File: config.mk
export PLATFORM = sky130hd
export DESIGN_NAME = polygon_area_perimeter_top
export DESIGN_NICKNAME = d
export VERILOG_FILES = /design/src/hw/rtl/pap_pkg.sv /design/src/hw/rtl/pap_isqrt.sv /design/src/hw/rtl/pap_datapath.sv /design/src/hw/rtl/pap_ctrl.sv /design/src/hw/rtl/polygon_area_perimeter_top.sv
export SDC_FILE = /design/constraint.sdc
export NUM_CORES = 2
export LEC_CHECK = 0
export ABC_CLOCK_PERIOD_IN_PS = 8100
export BUFFER_PORTS_ARGS = -buffer_cell sky130_fd_sc_hd__buf_4
export CAP_MARGIN = 20
export CORE_MARGIN = 5
export CORE_UTILIZATION = 33
export DETAILED_ROUTE_END_ITERATION = 16
export GPL_ROUTABILITY_DRIVEN = 0
export SLEW_MARGIN = 10
export SYNTH_ARGS = -nofsm -noshare
export SYNTH_HDL_FRONTEND = slang
export SYNTH_SLANG_ARGS = --single-unit
File: constraint.sdc
create_clock -name clock -period 8.1 [get_ports clock]
set_input_delay 0.405 -clock clock [delete_from_list [all_inputs] [get_ports clock]]
set_output_delay 0.405 -clock clock [all_outputs]
set_load 0.02 [all_outputs]
File: src/hw/rtl/pap_pkg.sv
// ----------------------------------------------------------------------------
// pap_pkg
// Shared widths, command and status types for the polygon area and perimeter
// block.
// ----------------------------------------------------------------------------
package pap_pkg;

   localparam int MAX_VERTICES = 1024;
   localparam int CNT_W        = $clog2(MAX_VERTICES + 1);

   localparam int COORD_W    = 16;
   localparam int DIFF_W     = COORD_W + 1;
   localparam int PROD_W     = 2 * DIFF_W;
   localparam int SQ_W       = 2 * COORD_W;
   localparam int SQSUM_W    = SQ_W + 1;
   localparam int FRAC_SHIFT = 16;
   localparam int ROOT_W     = (SQSUM_W + FRAC_SHIFT + 1) / 2;
   localparam int RAD_W      = 2 * ROOT_W;
   localparam int REM_W      = ROOT_W + 1;
   localparam int STEP_W     = $clog2(ROOT_W);

   localparam int AREA_W     = 46;
   localparam int AREA_OUT_W = 44;
   localparam int PERIM_W    = 36;
   localparam int TOTAL_W    = 11;

   typedef enum logic [1:0] {
      MUL_AREA,
      MUL_DXX,
      MUL_DYY
   } mul_sel_type;

   typedef struct packed {
      logic        capture;
      logic        first_load;
      logic        prev_load;
      logic        count_step;
      logic        edge_load;
      logic        edge_close;
      logic        mul_en;
      mul_sel_type mul_sel;
      logic        area_add;
      logic        sq_keep;
      logic        sqrt_start;
      logic        perim_add;
      logic        out_load;
   } pap_cmd_type;

   typedef struct packed {
      logic count_zero;
      logic sqrt_busy;
      logic sqrt_done;
      logic rsp_full;
   } pap_stat_type;

endpackage

File: src/hw/rtl/pap_isqrt.sv
// ----------------------------------------------------------------------------
// pap_isqrt
// Bit-serial restoring integer square root, two radicand bits per cycle.
// ----------------------------------------------------------------------------
module pap_isqrt (
   input  logic                        clock,
   input  logic                        reset,
   input  logic                        start,
   input  logic [pap_pkg::RAD_W-1:0]   radicand,
   output logic                        busy,
   output logic                        done,
   output logic [pap_pkg::ROOT_W-1:0]  root
);
   import pap_pkg::*;

   logic [RAD_W-1:0]  rad_ff, rad_in;
   logic [REM_W-1:0]  rem_ff, rem_in;
   logic [ROOT_W-1:0] root_ff, root_in;
   logic [STEP_W-1:0] step_ff, step_in;
   logic              busy_ff, busy_in;
   logic              done_ff, done_in;

   logic [REM_W+1:0]  rem_sh;
   logic [REM_W+1:0]  trial;
   logic [REM_W+1:0]  diff;
   logic              ge;
   logic              last_step;

   assign rem_sh    = {rem_ff, rad_ff[RAD_W-1 -: 2]};
   assign trial     = {1'b0, root_ff, 2'b01};
   assign diff      = rem_sh - trial;
   assign ge        = (rem_sh >= trial);
   assign last_step = (step_ff == STEP_W'(ROOT_W - 1));

   always_comb begin
      rad_in  = rad_ff;
      rem_in  = rem_ff;
      root_in = root_ff;
      step_in = step_ff;
      busy_in = busy_ff;
      done_in = 1'b0;
      if (start) begin
         rad_in  = radicand;
         rem_in  = '0;
         root_in = '0;
         step_in = '0;
         busy_in = 1'b1;
      end else if (busy_ff) begin
         rad_in  = {rad_ff[RAD_W-3:0], 2'b00};
         rem_in  = ge ? diff[REM_W-1:0] : rem_sh[REM_W-1:0];
         root_in = {root_ff[ROOT_W-2:0], ge};
         step_in = step_ff + STEP_W'(1);
         if (last_step) begin
            busy_in = 1'b0;
            done_in = 1'b1;
         end
      end
   end

   always_ff @(posedge clock) begin
      rad_ff  <= rad_in;
      rem_ff  <= rem_in;
      root_ff <= root_in;
      step_ff <= step_in;
      if (reset) begin
         busy_ff <= 1'b0;
         done_ff <= 1'b0;
      end else begin
         busy_ff <= busy_in;
         done_ff <= done_in;
      end
   end

   assign busy = busy_ff;
   assign done = done_ff;
   assign root = root_ff;

   a_start_idle: assert property (@(posedge clock) disable iff (reset)
      start |-> !busy_ff)
      else $error("square root started while busy");

endmodule

File: src/hw/rtl/pap_datapath.sv
// ----------------------------------------------------------------------------
// pap_datapath
// Vertex registers, shared multiplier, area and perimeter accumulators and
// the result register.
// ----------------------------------------------------------------------------
module pap_datapath (
   input  logic                                clock,
   input  logic                                reset,
   input  logic signed [pap_pkg::COORD_W-1:0]  req_x_coord,
   input  logic signed [pap_pkg::COORD_W-1:0]  req_y_coord,
   input  pap_pkg::pap_cmd_type                cmd,
   output pap_pkg::pap_stat_type               stat,
   output logic                                rsp_valid,
   input  logic                                rsp_stall,
   output logic [pap_pkg::AREA_OUT_W-1:0]      rsp_area_doubled,
   output logic [pap_pkg::PERIM_W-1:0]         rsp_perimeter_q8,
   output logic [pap_pkg::TOTAL_W-1:0]         rsp_vertex_total,
   output logic                                rsp_overflow
);
   import pap_pkg::*;

   logic signed [COORD_W-1:0] cur_x_ff, cur_y_ff;
   logic signed [COORD_W-1:0] first_x_ff, first_y_ff;
   logic signed [COORD_W-1:0] prev_x_ff, prev_y_ff;
   logic signed [DIFF_W-1:0]  dx_ff, sy_ff, dy_ff;
   logic signed [PROD_W-1:0]  prod_ff;
   logic [SQ_W-1:0]           dx2_ff;
   logic signed [AREA_W-1:0]  area_ff, area_in;
   logic [PERIM_W-1:0]        perim_ff, perim_in;
   logic [CNT_W-1:0]          count_ff, count_in;
   logic                      over_ff, over_in;
   logic                      rsp_valid_ff;
   logic [AREA_OUT_W-1:0]     area_out_ff;
   logic [PERIM_W-1:0]        perim_out_ff;
   logic [TOTAL_W-1:0]        total_out_ff;
   logic                      over_out_ff;

   logic signed [COORD_W-1:0] ax, ay, bx, by;
   logic signed [DIFF_W-1:0]  mul_a, mul_b;
   logic signed [PROD_W-1:0]  product;
   logic signed [AREA_W:0]    area_sum;
   logic [PERIM_W:0]          perim_sum;
   logic [SQSUM_W-1:0]        sq_sum;
   logic [RAD_W-1:0]          radicand;
   logic [AREA_W-1:0]         area_abs;
   logic [ROOT_W-1:0]         root;
   logic                      sqrt_busy, sqrt_done;

   // edge endpoints a -> b; the closing edge runs last vertex -> first
   assign ax = cmd.edge_close ? cur_x_ff   : prev_x_ff;
   assign ay = cmd.edge_close ? cur_y_ff   : prev_y_ff;
   assign bx = cmd.edge_close ? first_x_ff : cur_x_ff;
   assign by = cmd.edge_close ? first_y_ff : cur_y_ff;

   always_comb begin
      case (cmd.mul_sel)
         MUL_AREA: begin
            mul_a = dx_ff;
            mul_b = sy_ff;
         end
         MUL_DXX: begin
            mul_a = dx_ff;
            mul_b = dx_ff;
         end
         default: begin
            mul_a = dy_ff;
            mul_b = dy_ff;
         end
      endcase
   end

   assign product = PROD_W'(mul_a) * PROD_W'(mul_b);

   assign area_sum = (AREA_W+1)'(area_ff) + (AREA_W+1)'(prod_ff);
   assign sq_sum   = SQSUM_W'(dx2_ff) + SQSUM_W'(prod_ff[SQ_W-1:0]);
   assign radicand = RAD_W'(sq_sum) << FRAC_SHIFT;
   assign perim_sum = (PERIM_W+1)'(perim_ff) + (PERIM_W+1)'(root);
   assign area_abs = area_ff[AREA_W-1] ? AREA_W'(-area_ff) : AREA_W'(area_ff);

   always_comb begin
      area_in  = area_ff;
      perim_in = perim_ff;
      count_in = count_ff;
      over_in  = over_ff;
      if (cmd.area_add) begin
         if (area_sum[AREA_W] != area_sum[AREA_W-1]) begin
            area_in = area_sum[AREA_W] ? {1'b1, {(AREA_W-1){1'b0}}}
                                       : {1'b0, {(AREA_W-1){1'b1}}};
         end else begin
            area_in = area_sum[AREA_W-1:0];
         end
      end
      if (cmd.perim_add) begin
         perim_in = perim_sum[PERIM_W] ? '1 : perim_sum[PERIM_W-1:0];
      end
      if (cmd.count_step) begin
         if (count_ff >= CNT_W'(MAX_VERTICES)) begin
            over_in = 1'b1;
         end else begin
            count_in = count_ff + CNT_W'(1);
         end
      end
      if (cmd.out_load) begin
         area_in  = '0;
         perim_in = '0;
         count_in = '0;
         over_in  = 1'b0;
      end
   end

   pap_isqrt u_isqrt (
      .clock    (clock),
      .reset    (reset),
      .start    (cmd.sqrt_start),
      .radicand (radicand),
      .busy     (sqrt_busy),
      .done     (sqrt_done),
      .root     (root)
   );

   always_ff @(posedge clock) begin
      if (cmd.capture) begin
         cur_x_ff <= req_x_coord;
         cur_y_ff <= req_y_coord;
      end
      if (cmd.edge_load) begin
         dx_ff <= DIFF_W'(ax) - DIFF_W'(bx);
         sy_ff <= DIFF_W'(by) + DIFF_W'(ay);
         dy_ff <= DIFF_W'(ay) - DIFF_W'(by);
      end
      if (cmd.mul_en) begin
         prod_ff <= product;
      end
      if (cmd.sq_keep) begin
         dx2_ff <= prod_ff[SQ_W-1:0];
      end
      if (cmd.out_load) begin
         area_out_ff  <= (area_abs[AREA_W-1:AREA_OUT_W] != '0) ? '1
                                                               : area_abs[AREA_OUT_W-1:0];
         perim_out_ff <= perim_ff;
         total_out_ff <= TOTAL_W'(count_ff);
         over_out_ff  <= over_ff;
      end
      if (reset) begin
         first_x_ff   <= '0;
         first_y_ff   <= '0;
         prev_x_ff    <= '0;
         prev_y_ff    <= '0;
         area_ff      <= '0;
         perim_ff     <= '0;
         count_ff     <= '0;
         over_ff      <= 1'b0;
         rsp_valid_ff <= 1'b0;
      end else begin
         if (cmd.out_load) begin
            first_x_ff <= '0;
            first_y_ff <= '0;
            prev_x_ff  <= '0;
            prev_y_ff  <= '0;
         end else begin
            if (cmd.first_load) begin
               first_x_ff <= cur_x_ff;
               first_y_ff <= cur_y_ff;
            end
            if (cmd.prev_load) begin
               prev_x_ff <= cur_x_ff;
               prev_y_ff <= cur_y_ff;
            end
         end
         area_ff      <= area_in;
         perim_ff     <= perim_in;
         count_ff     <= count_in;
         over_ff      <= over_in;
         rsp_valid_ff <= cmd.out_load | (rsp_valid_ff & rsp_stall);
      end
   end

   assign stat.count_zero = (count_ff == '0);
   assign stat.sqrt_busy  = sqrt_busy;
   assign stat.sqrt_done  = sqrt_done;
   assign stat.rsp_full   = rsp_valid_ff & rsp_stall;

   assign rsp_valid        = rsp_valid_ff;
   assign rsp_area_doubled = area_out_ff;
   assign rsp_perimeter_q8 = perim_out_ff;
   assign rsp_vertex_total = total_out_ff;
   assign rsp_overflow     = over_out_ff;

   a_no_overwrite: assert property (@(posedge clock) disable iff (reset)
      cmd.out_load |-> !(rsp_valid_ff && rsp_stall))
      else $error("result register overwritten while stalled");

   a_count_limit: assert property (@(posedge clock) disable iff (reset)
      count_ff <= CNT_W'(MAX_VERTICES))
      else $error("vertex count beyond limit");

endmodule

File: src/hw/rtl/pap_ctrl.sv
// ----------------------------------------------------------------------------
// pap_ctrl
// Sequencer that walks each edge a vertex adds through edge setup, multiply,
// square root and accumulation, and closes the polygon on its last vertex.
// ----------------------------------------------------------------------------
module pap_ctrl (
   input  logic                  clock,
   input  logic                  reset,
   input  logic                  req_valid,
   output logic                  req_stall,
   input  logic                  req_last_vertex,
   input  pap_pkg::pap_stat_type stat,
   output pap_pkg::pap_cmd_type  cmd
);
   import pap_pkg::*;

   typedef enum logic [3:0] {
      S_IDLE,
      S_BEGIN,
      S_LOAD,
      S_MUL_AREA,
      S_MUL_DX,
      S_MUL_DY,
      S_SQRT,
      S_WAIT,
      S_OUT
   } state_type;

   state_type state_ff;
   logic      last_ff;
   logic      close_ff;

   always_comb begin
      cmd         = '0;
      cmd.mul_sel = MUL_AREA;
      cmd.edge_close = close_ff;
      unique case (state_ff)
         S_IDLE: begin
            cmd.capture = req_valid;
         end
         S_BEGIN: begin
            cmd.count_step = 1'b1;
            if (stat.count_zero) begin
               cmd.first_load = 1'b1;
               cmd.prev_load  = 1'b1;
            end
         end
         S_LOAD: begin
            cmd.edge_load = 1'b1;
            cmd.prev_load = !close_ff;
         end
         S_MUL_AREA: begin
            cmd.mul_en  = 1'b1;
            cmd.mul_sel = MUL_AREA;
         end
         S_MUL_DX: begin
            cmd.mul_en   = 1'b1;
            cmd.mul_sel  = MUL_DXX;
            cmd.area_add = 1'b1;
         end
         S_MUL_DY: begin
            cmd.mul_en  = 1'b1;
            cmd.mul_sel = MUL_DYY;
            cmd.sq_keep = 1'b1;
         end
         S_SQRT: begin
            cmd.sqrt_start = 1'b1;
         end
         S_WAIT: begin
            cmd.perim_add = stat.sqrt_done;
         end
         S_OUT: begin
            cmd.out_load = !stat.rsp_full;
         end
         default: begin
         end
      endcase
   end

   always_ff @(posedge clock) begin
      if (reset) begin
         state_ff <= S_IDLE;
         last_ff  <= 1'b0;
         close_ff <= 1'b0;
      end else begin
         unique case (state_ff)
            S_IDLE: begin
               if (req_valid) begin
                  last_ff  <= req_last_vertex;
                  state_ff <= S_BEGIN;
               end
            end
            S_BEGIN: begin
               if (stat.count_zero) begin
                  close_ff <= 1'b1;
                  state_ff <= last_ff ? S_LOAD : S_IDLE;
               end else begin
                  close_ff <= 1'b0;
                  state_ff <= S_LOAD;
               end
            end
            S_LOAD:     state_ff <= S_MUL_AREA;
            S_MUL_AREA: state_ff <= S_MUL_DX;
            S_MUL_DX:   state_ff <= S_MUL_DY;
            S_MUL_DY:   state_ff <= S_SQRT;
            S_SQRT:     state_ff <= S_WAIT;
            S_WAIT: begin
               if (stat.sqrt_done) begin
                  if (close_ff) begin
                     state_ff <= S_OUT;
                  end else if (last_ff) begin
                     close_ff <= 1'b1;
                     state_ff <= S_LOAD;
                  end else begin
                     state_ff <= S_IDLE;
                  end
               end
            end
            S_OUT: begin
               if (!stat.rsp_full) begin
                  state_ff <= S_IDLE;
               end
            end
            default: state_ff <= S_IDLE;
         endcase
      end
   end

   assign req_stall = (state_ff != S_IDLE);

   a_idle_sqrt_quiet: assert property (@(posedge clock) disable iff (reset)
      (state_ff == S_IDLE) |-> !stat.sqrt_busy)
      else $error("square root busy while sequencer idle");

endmodule

File: src/hw/rtl/polygon_area_perimeter_top.sv
// ----------------------------------------------------------------------------
// polygon_area_perimeter_top
// Shoelace area and floored edge-length perimeter of a polygon fed one
// vertex per transfer.
// ----------------------------------------------------------------------------
// Vertices enter on the req_ channel (valid/stall), one per transfer, with
// req_last_vertex set on the final vertex. The first vertex of a polygon is
// kept; each following vertex adds one edge, and the last one also adds the
// closing edge back to the first vertex. After the last vertex one result
// transfer on the rsp_ channel carries twice the absolute area, the Q.8
// perimeter, the vertex count and the overflow flag; the block then starts
// a fresh polygon.
// Each edge is set up, takes three passes of the shared 17x17 multiplier,
// then goes through the two-bit-per-cycle square root, and its root is
// added to the perimeter. A last vertex also adds the closing edge and
// then loads the result.
// req_stall is high while a vertex is in progress.
// Reset (synchronous) clears all sums and the count and drops rsp_valid.
// While rsp_stall holds a result, new vertices are still taken; only the
// loading of the next result waits until the pending one is transferred.
// ----------------------------------------------------------------------------
module polygon_area_perimeter_top (
   input  logic                                clock,
   input  logic                                reset,
   input  logic                                req_valid,
   output logic                                req_stall,
   input  logic signed [pap_pkg::COORD_W-1:0]  req_x_coord,
   input  logic signed [pap_pkg::COORD_W-1:0]  req_y_coord,
   input  logic                                req_last_vertex,
   output logic                                rsp_valid,
   input  logic                                rsp_stall,
   output logic [pap_pkg::AREA_OUT_W-1:0]      rsp_area_doubled,
   output logic [pap_pkg::PERIM_W-1:0]         rsp_perimeter_q8,
   output logic [pap_pkg::TOTAL_W-1:0]         rsp_vertex_total,
   output logic                                rsp_overflow
);
   import pap_pkg::*;

   pap_cmd_type  cmd;
   pap_stat_type stat;

   pap_ctrl u_ctrl (
      .clock           (clock),
      .reset           (reset),
      .req_valid       (req_valid),
      .req_stall       (req_stall),
      .req_last_vertex (req_last_vertex),
      .stat            (stat),
      .cmd             (cmd)
   );

   pap_datapath u_datapath (
      .clock            (clock),
      .reset            (reset),
      .req_x_coord      (req_x_coord),
      .req_y_coord      (req_y_coord),
      .cmd              (cmd),
      .stat             (stat),
      .rsp_valid        (rsp_valid),
      .rsp_stall        (rsp_stall),
      .rsp_area_doubled (rsp_area_doubled),
      .rsp_perimeter_q8 (rsp_perimeter_q8),
      .rsp_vertex_total (rsp_vertex_total),
      .rsp_overflow     (rsp_overflow)
   );

endmodule

== Word-level counts from Yosys, hierarchy flattened ==
Cells that the tools add are included.
Cells by class
  magnitude comparators: 2
  bitwise gates (word level): 4
  $mul: 1
  add/sub/neg operators: 10
  reductions and logical operators: 17
  muxes and demuxes: 41
  eq/ne operators: 14
Operators with widths (number)
  $mux W46: 3
  $mux W49: 2
  $mux W16: 4
  $add A46 B34 Y47: 1
  $neg A46 Y46: 1
  $add A36 B25 Y37: 1
  $mux W36: 1
  $pmux W4 S9: 1
  $mul A17 B17 Y34: 1
  $pmux W17 S2: 1
  $sub A16 B16 Y17: 2
  $add A32 B32 Y33: 1
  $ge A28 B27 Y1: 1
  $mux W26: 1
  $sub A26 B26 Y26: 1
  $mux W4: 5
  $add A16 B16 Y17: 1
  $mux W1: 17
  $mux W17: 1
  $eq A4 B3 Y1 const B: 4
  $add A11 B1 Y11 const B: 1
  $ge A11 B11 Y1 const B: 1
  $logic_not A11 Y1: 1
  $pmux W3 S3: 1
  23 further kinds: 35
Word-level totals
  register bits after elaboration: 498
  logic and storage cells: 119

== Logic depth before layout (Yosys ltp) ==
  word-level depth: 6
  gate-level depth with buffers: 33
  mapped depth without buffers: 31

== Hierarchy ==
From an unflattened synthesis, not the netlist that was laid out.
Second synthesis, totals
  cells, all modules: 4092
  area, all modules: 39616.7 um^2
By module, submodules not included
  pap_datapath: area each 33372.0 um^2, cells each 3472, instances 1
  pap_isqrt: area each 5746.8 um^2, cells each 555, instances 1
  pap_ctrl: area each 498.0 um^2, cells each 65, instances 1

== Worst setup path before layout ==
OpenSTA, ideal clock, no wires.
  path type: register -> register
  from: register u_ctrl.state_ff[2]
  to: register u_datapath.prod_ff[33] (data pin)
  arrival: 8.616 ns
  library setup time: 0.260 ns
  path buffers: 3
  setup slack: -0.776 ns
  cell stages (with the launch flop): 32
  data required time: 7.840 ns
  cells stage by stage: dfxtp_1 clkbuf_1 nand2b_1 nor2_1 nand2_1 inv_1 buf_1 clkbuf_1 nand2_1 nand2_1 nand2_1 fa_1 fa_1 fa_1 fa_1 inv_1 fa_1 inv_1 fa_1 inv_1 ha_1 a21o_1 a21o_1 a21oi_1 o21ai_0 o311ai_1 a31oi_1 a41o_1 a311o_1 a21oi_1 a21oi_1 xnor2_1
On the way
  word-level cells in the longest chain between the ends: 6
  elaborated cells between the ends (all ways): 10
  those cells by class: 1 x mul; 4 x eq/ne; 3 x mux; 2 x reduce/logical
Ends and longest elaborated chain
  start, declared: line pap_ctrl.sv:29  | state_type state_ff;
  start signal, assigned: line pap_ctrl.sv:96  | state_ff <= last_ff ? S_LOAD : S_IDLE;
  $eq A4 B3 Y1 or $eq A4 B2 Y1 (tied branches): line pap_ctrl.sv:37  | unique case (state_ff)
  $pmux W3 S3 (*): line pap_ctrl.sv:37
  $eq A2 B1 Y1 or $logic_not A2 Y1 (tied branches): line pap_datapath.sv:56  | case (cmd.mul_sel)
  $reduce_or A2 Y1 (no line)
  $mux W17: line pap_datapath.sv:56
  $mul A17 B17 Y34 (*): line pap_datapath.sv:72  | assign product = PROD_W'(mul_a) * PROD_W'(mul_b);
  net u_datapath.product[33]: line pap_datapath.sv:40  | logic signed [PROD_W-1:0] product;
  end signal, assigned: line pap_datapath.sv:132  | prod_ff <= product;
  end, declared: line pap_datapath.sv:26  | logic signed [PROD_W-1:0] prod_ff;
Mark *: on every way through the listed nets, which the timed path passes. The rest lies on a longest branch.
A chain may end at the register's enable or synchronous reset.

== Worst setup path in the final report ==
  from: register u_ctrl.state_ff[1]
  to: register u_datapath.prod_ff[33] (data pin)
Same word-level chain as after synthesis.

==> flow_metrics.env <==
export IMPL_track_usage=0.1494
export IMPL_rsz0062_at_grt="false"
export IMPL_clk_latency_ns=0.67
export IMPL_cts_setup_buffers=0
export IMPL_dp_slack_ns=0.03796
export IMPL_hold_ws_ns=0.05887
export IMPL_num_vias=29088
export IMPL_setup_ws_ns=0.3408
export IMPL_status="finished clean"
export IMPL_drt_initial_drc_count=1889
export IMPL_routed_wl_mm=94.35
export IMPL_dp_hpwl_mm=74.09
export IMPL_syn_avg_cell_area_sq_um=9.383
export IMPL_die_area_sq_um=123900
export IMPL_crit_fanout=11
export IMPL_yosysWarnings=0
export IMPL_firstDrtPassIters=7
export IMPL_initial_core_util=0.3322
export IMPL_htreeDepth=2
export IMPL_cts_tree="built"
export IMPL_syn_nets=4721
export IMPL_synth_cells=4114
export IMPL_die_h_um=352.0
export IMPL_synthArstFlopShare=0
export IMPL_boundaryPins=131
export IMPL_finalMaxSlewViolations=0
export IMPL_drc=0
export IMPL_coreArea_sq_um=116200
export IMPL_setup_viol=0
export IMPL_drt_antenna_violating_nets=0
export IMPL_grt_pass1_vias=28769
export IMPL_max_freq_mhz=128.9
export IMPL_cts_root_buf="clkbuf_16"
export IMPL_min_from="req_last_vertex"
export IMPL_avgRoutedWirePerCell_um=16.15
export IMPL_synth_ff_type="edfxtp_1"
export IMPL_synth_edf_count=273
export IMPL_syn_area_sq_um=38600
export IMPL_die_w_um=352.0
export IMPL_crit_type="flop to flop"
export IMPL_area_growth_pct=14.12
export IMPL_viasPerCell=4.979
export IMPL_slowest_delay_ns=0.54
export IMPL_antenna_found_initial=2
export IMPL_relSlewSlack=0.3240
export IMPL_clkSinkCount=497
export IMPL_finalCritPeriodShare=0.9579
export IMPL_port_buffers=130
export IMPL_final_common_cell="inv_1"
export IMPL_hold_class="input port to flop"
export IMPL_tns_ns=0
export IMPL_min_period_ns=7.759
export IMPL_r2r_start="u_ctrl.state_ff[1]$_SDFFE_PP0P_"
export IMPL_grt_overflow=0
export IMPL_fin_nets=4876
export IMPL_crit_top_cell="fa_1"
export IMPL_layout_drive_gt1_share=0.09683
export IMPL_required_ns=8.51
export IMPL_worst_pin_slew_ns=1.010
export IMPL_grt_max_degree=71
export IMPL_arrival_ns=8.17
export IMPL_cp_end_kind="flop"
export IMPL_startpoint_type="flop"
export IMPL_critPathSlowestCell="fa_1"
export IMPL_clock_path_buffers=3
export IMPL_hold_violations=0
export IMPL_num_rows=125
export IMPL_ys_ff_latch=497
export IMPL_layout_common_cells="inv_1 (481), nand2_1 (446), nor2_1 (353)"
export IMPL_ys_seq_area_frac=0.3285
export IMPL_critPathLaunch="u_ctrl.state_ff[1]$_SDFFE_PP0P_"
export IMPL_final_core_util=0.3791
export IMPL_clock_skew_ns=0.06904
export IMPL_clk_pin_slew_ns=0.06
export IMPL_grt_pass1_wl_mm=153.2
export IMPL_maxCapViolCount=0
export IMPL_numCtsBuffers=57
export IMPL_synth_distinct_cells=84
metrics by stage:
stage / instance area [sq um] / std cells
after floorplan: 38620 / 4114
after global placement: 41590 / 5701
after detailed placement: 41590 / 5701
after CTS: 43920 / 5840
after global routing: 44050 / 5841
final: 44050 / 5842
synthesized netlist by cell type, types with 9 or more instances:
library cell	n	area, sq um
o21bai_1	28	210.2
mux2_2	32	360.4
dfxtp_1	224	4484
a21boi_0	12	90.09
nor4_1	12	75.07
nand2_2	11	68.82
mux2i_1	103	1031
a21oi_1	296	1481
xor2_1	94	823.3
nor2_1	357	1340
o31ai_1	23	172.7
nand4_1	25	156.4
nand3b_1	11	82.58
edfxtp_1	273	8198
and2_1	12	75.07
inv_1	483	1813
nor2b_1	44	275.3
buf_1	18	67.56
nand3_1	42	210.2
or3_1	30	187.7
a211oi_1	22	165.2
maj3_1	23	230.2
o22ai_1	10	62.56
fa_1	302	6046
a221oi_1	9	78.83
clkbuf_1	120	450.4
or2_2	14	87.58
o21ai_1	20	100.1
a31oi_1	34	212.7
a21o_1	69	518.0
nand2_1	449	1685
a22oi_1	22	165.2
nor3_1	59	295.3
nand2b_1	37	231.5
o21a_1	27	202.7
ha_1	268	3353
o21ai_0	218	1091
o41ai_1	10	87.58
and3_1	26	162.7
xnor2_1	120	1051
layer usage:
metal | routed length, um | track usage | vias up | share of wire
li1 | - | - | 14327 | -
met1 | 44490 | 0.2069 | 13904 | 0.47
met2 | 42200 | 0.2408 | 713 | 0.45
met3 | 5353 | 0.02768 | 140 | 0.057
met4 | 2240 | 0.03889 | 4 | 0.024
met5 | 68 | 0.003462 | - | 0.00072
state kept, by name, summed over array words and instances, names as in the netlist, 5 cells and up:
signal	cells
u_datapath.area_ff	46
u_datapath.rsp_area_doubled	44
u_datapath.perim_ff	36
u_datapath.rsp_perimeter_q8	36
u_datapath.prod_ff	34
u_datapath.u_isqrt.rad_ff	34
u_datapath.dx2_ff	32
u_datapath.u_isqrt.rem_ff	26
u_datapath.u_isqrt.root	25
u_datapath.dx_ff	17
u_datapath.dy_ff	17
u_datapath.cur_x_ff	16
u_datapath.cur_y_ff	16
u_datapath.first_x_ff	16
u_datapath.first_y_ff	16
u_datapath.prev_x_ff	16
u_datapath.prev_y_ff	16
u_datapath.sy_ff	16
u_datapath.count_ff	11
u_datapath.rsp_vertex_total	11
u_datapath.u_isqrt.step_ff	5
final timing paths:
path,endpoint,slack (ns),depth (start not counted)
worst max-delay path,u_datapath.prod_ff[33]$_DFFE_PP_,0.34,29
worst min-delay path,u_ctrl.last_ff$_SDFFE_PP0P_,0.06,3
worst max register to register,u_datapath.prod_ff[33]$_DFFE_PP_,0.34,29
worst min register to register,u_datapath.prev_x_ff[13]$_SDFFE_PP0P_,0.45,2
area by class of cell:
| class | count | area (sq um) |
|---|---|---|
| fill | 11573 | 72150 |
| multi-input combinational | 2983 | 23660 |
| sequential | 497 | 12690 |
| timing repair buffer | 247 | 1971 |
| tap | 1524 | 1907 |
| inverter | 483 | 1815 |
| clock buffer | 61 | 1451 |
| clock inverter | 46 | 561.8 |
| antenna | 1 | 2.502 |
critical path: cells and delay by family (launching register included):
family	cells	cell delay [ns]
flops	1	0.30
fa+ha+maj	7	3.42
xor+xnor	1	0.12
buf+inv	7	0.82
compound gates	9	2.02
simple gates	4	0.54
mux	1	0.27
cells by family after synthesis:
logic type	count (synthesis)	share of synthesized area
AO/OA/AOI/OAI	877	0.1386
AND/OR/NAND/NOR	1163	0.1354
XOR/XNOR	215	0.04898
multiplexers	135	0.03604
adder cells (fa/ha/maj)	593	0.2494
buffers and inverters	634	0.06295
flip-flops	497	0.3285
repair_timing:
action / CTS / global route
hold endpoints to repair: 32 / 0
resized for setup: 0 / 27
hold buffers: 32 / 0
setup endpoints to repair: 0 / 6
Power is left out: the tool's default activity adds up to more than one toggle a clock period on the data nets, which glitch-free logic cannot reach.
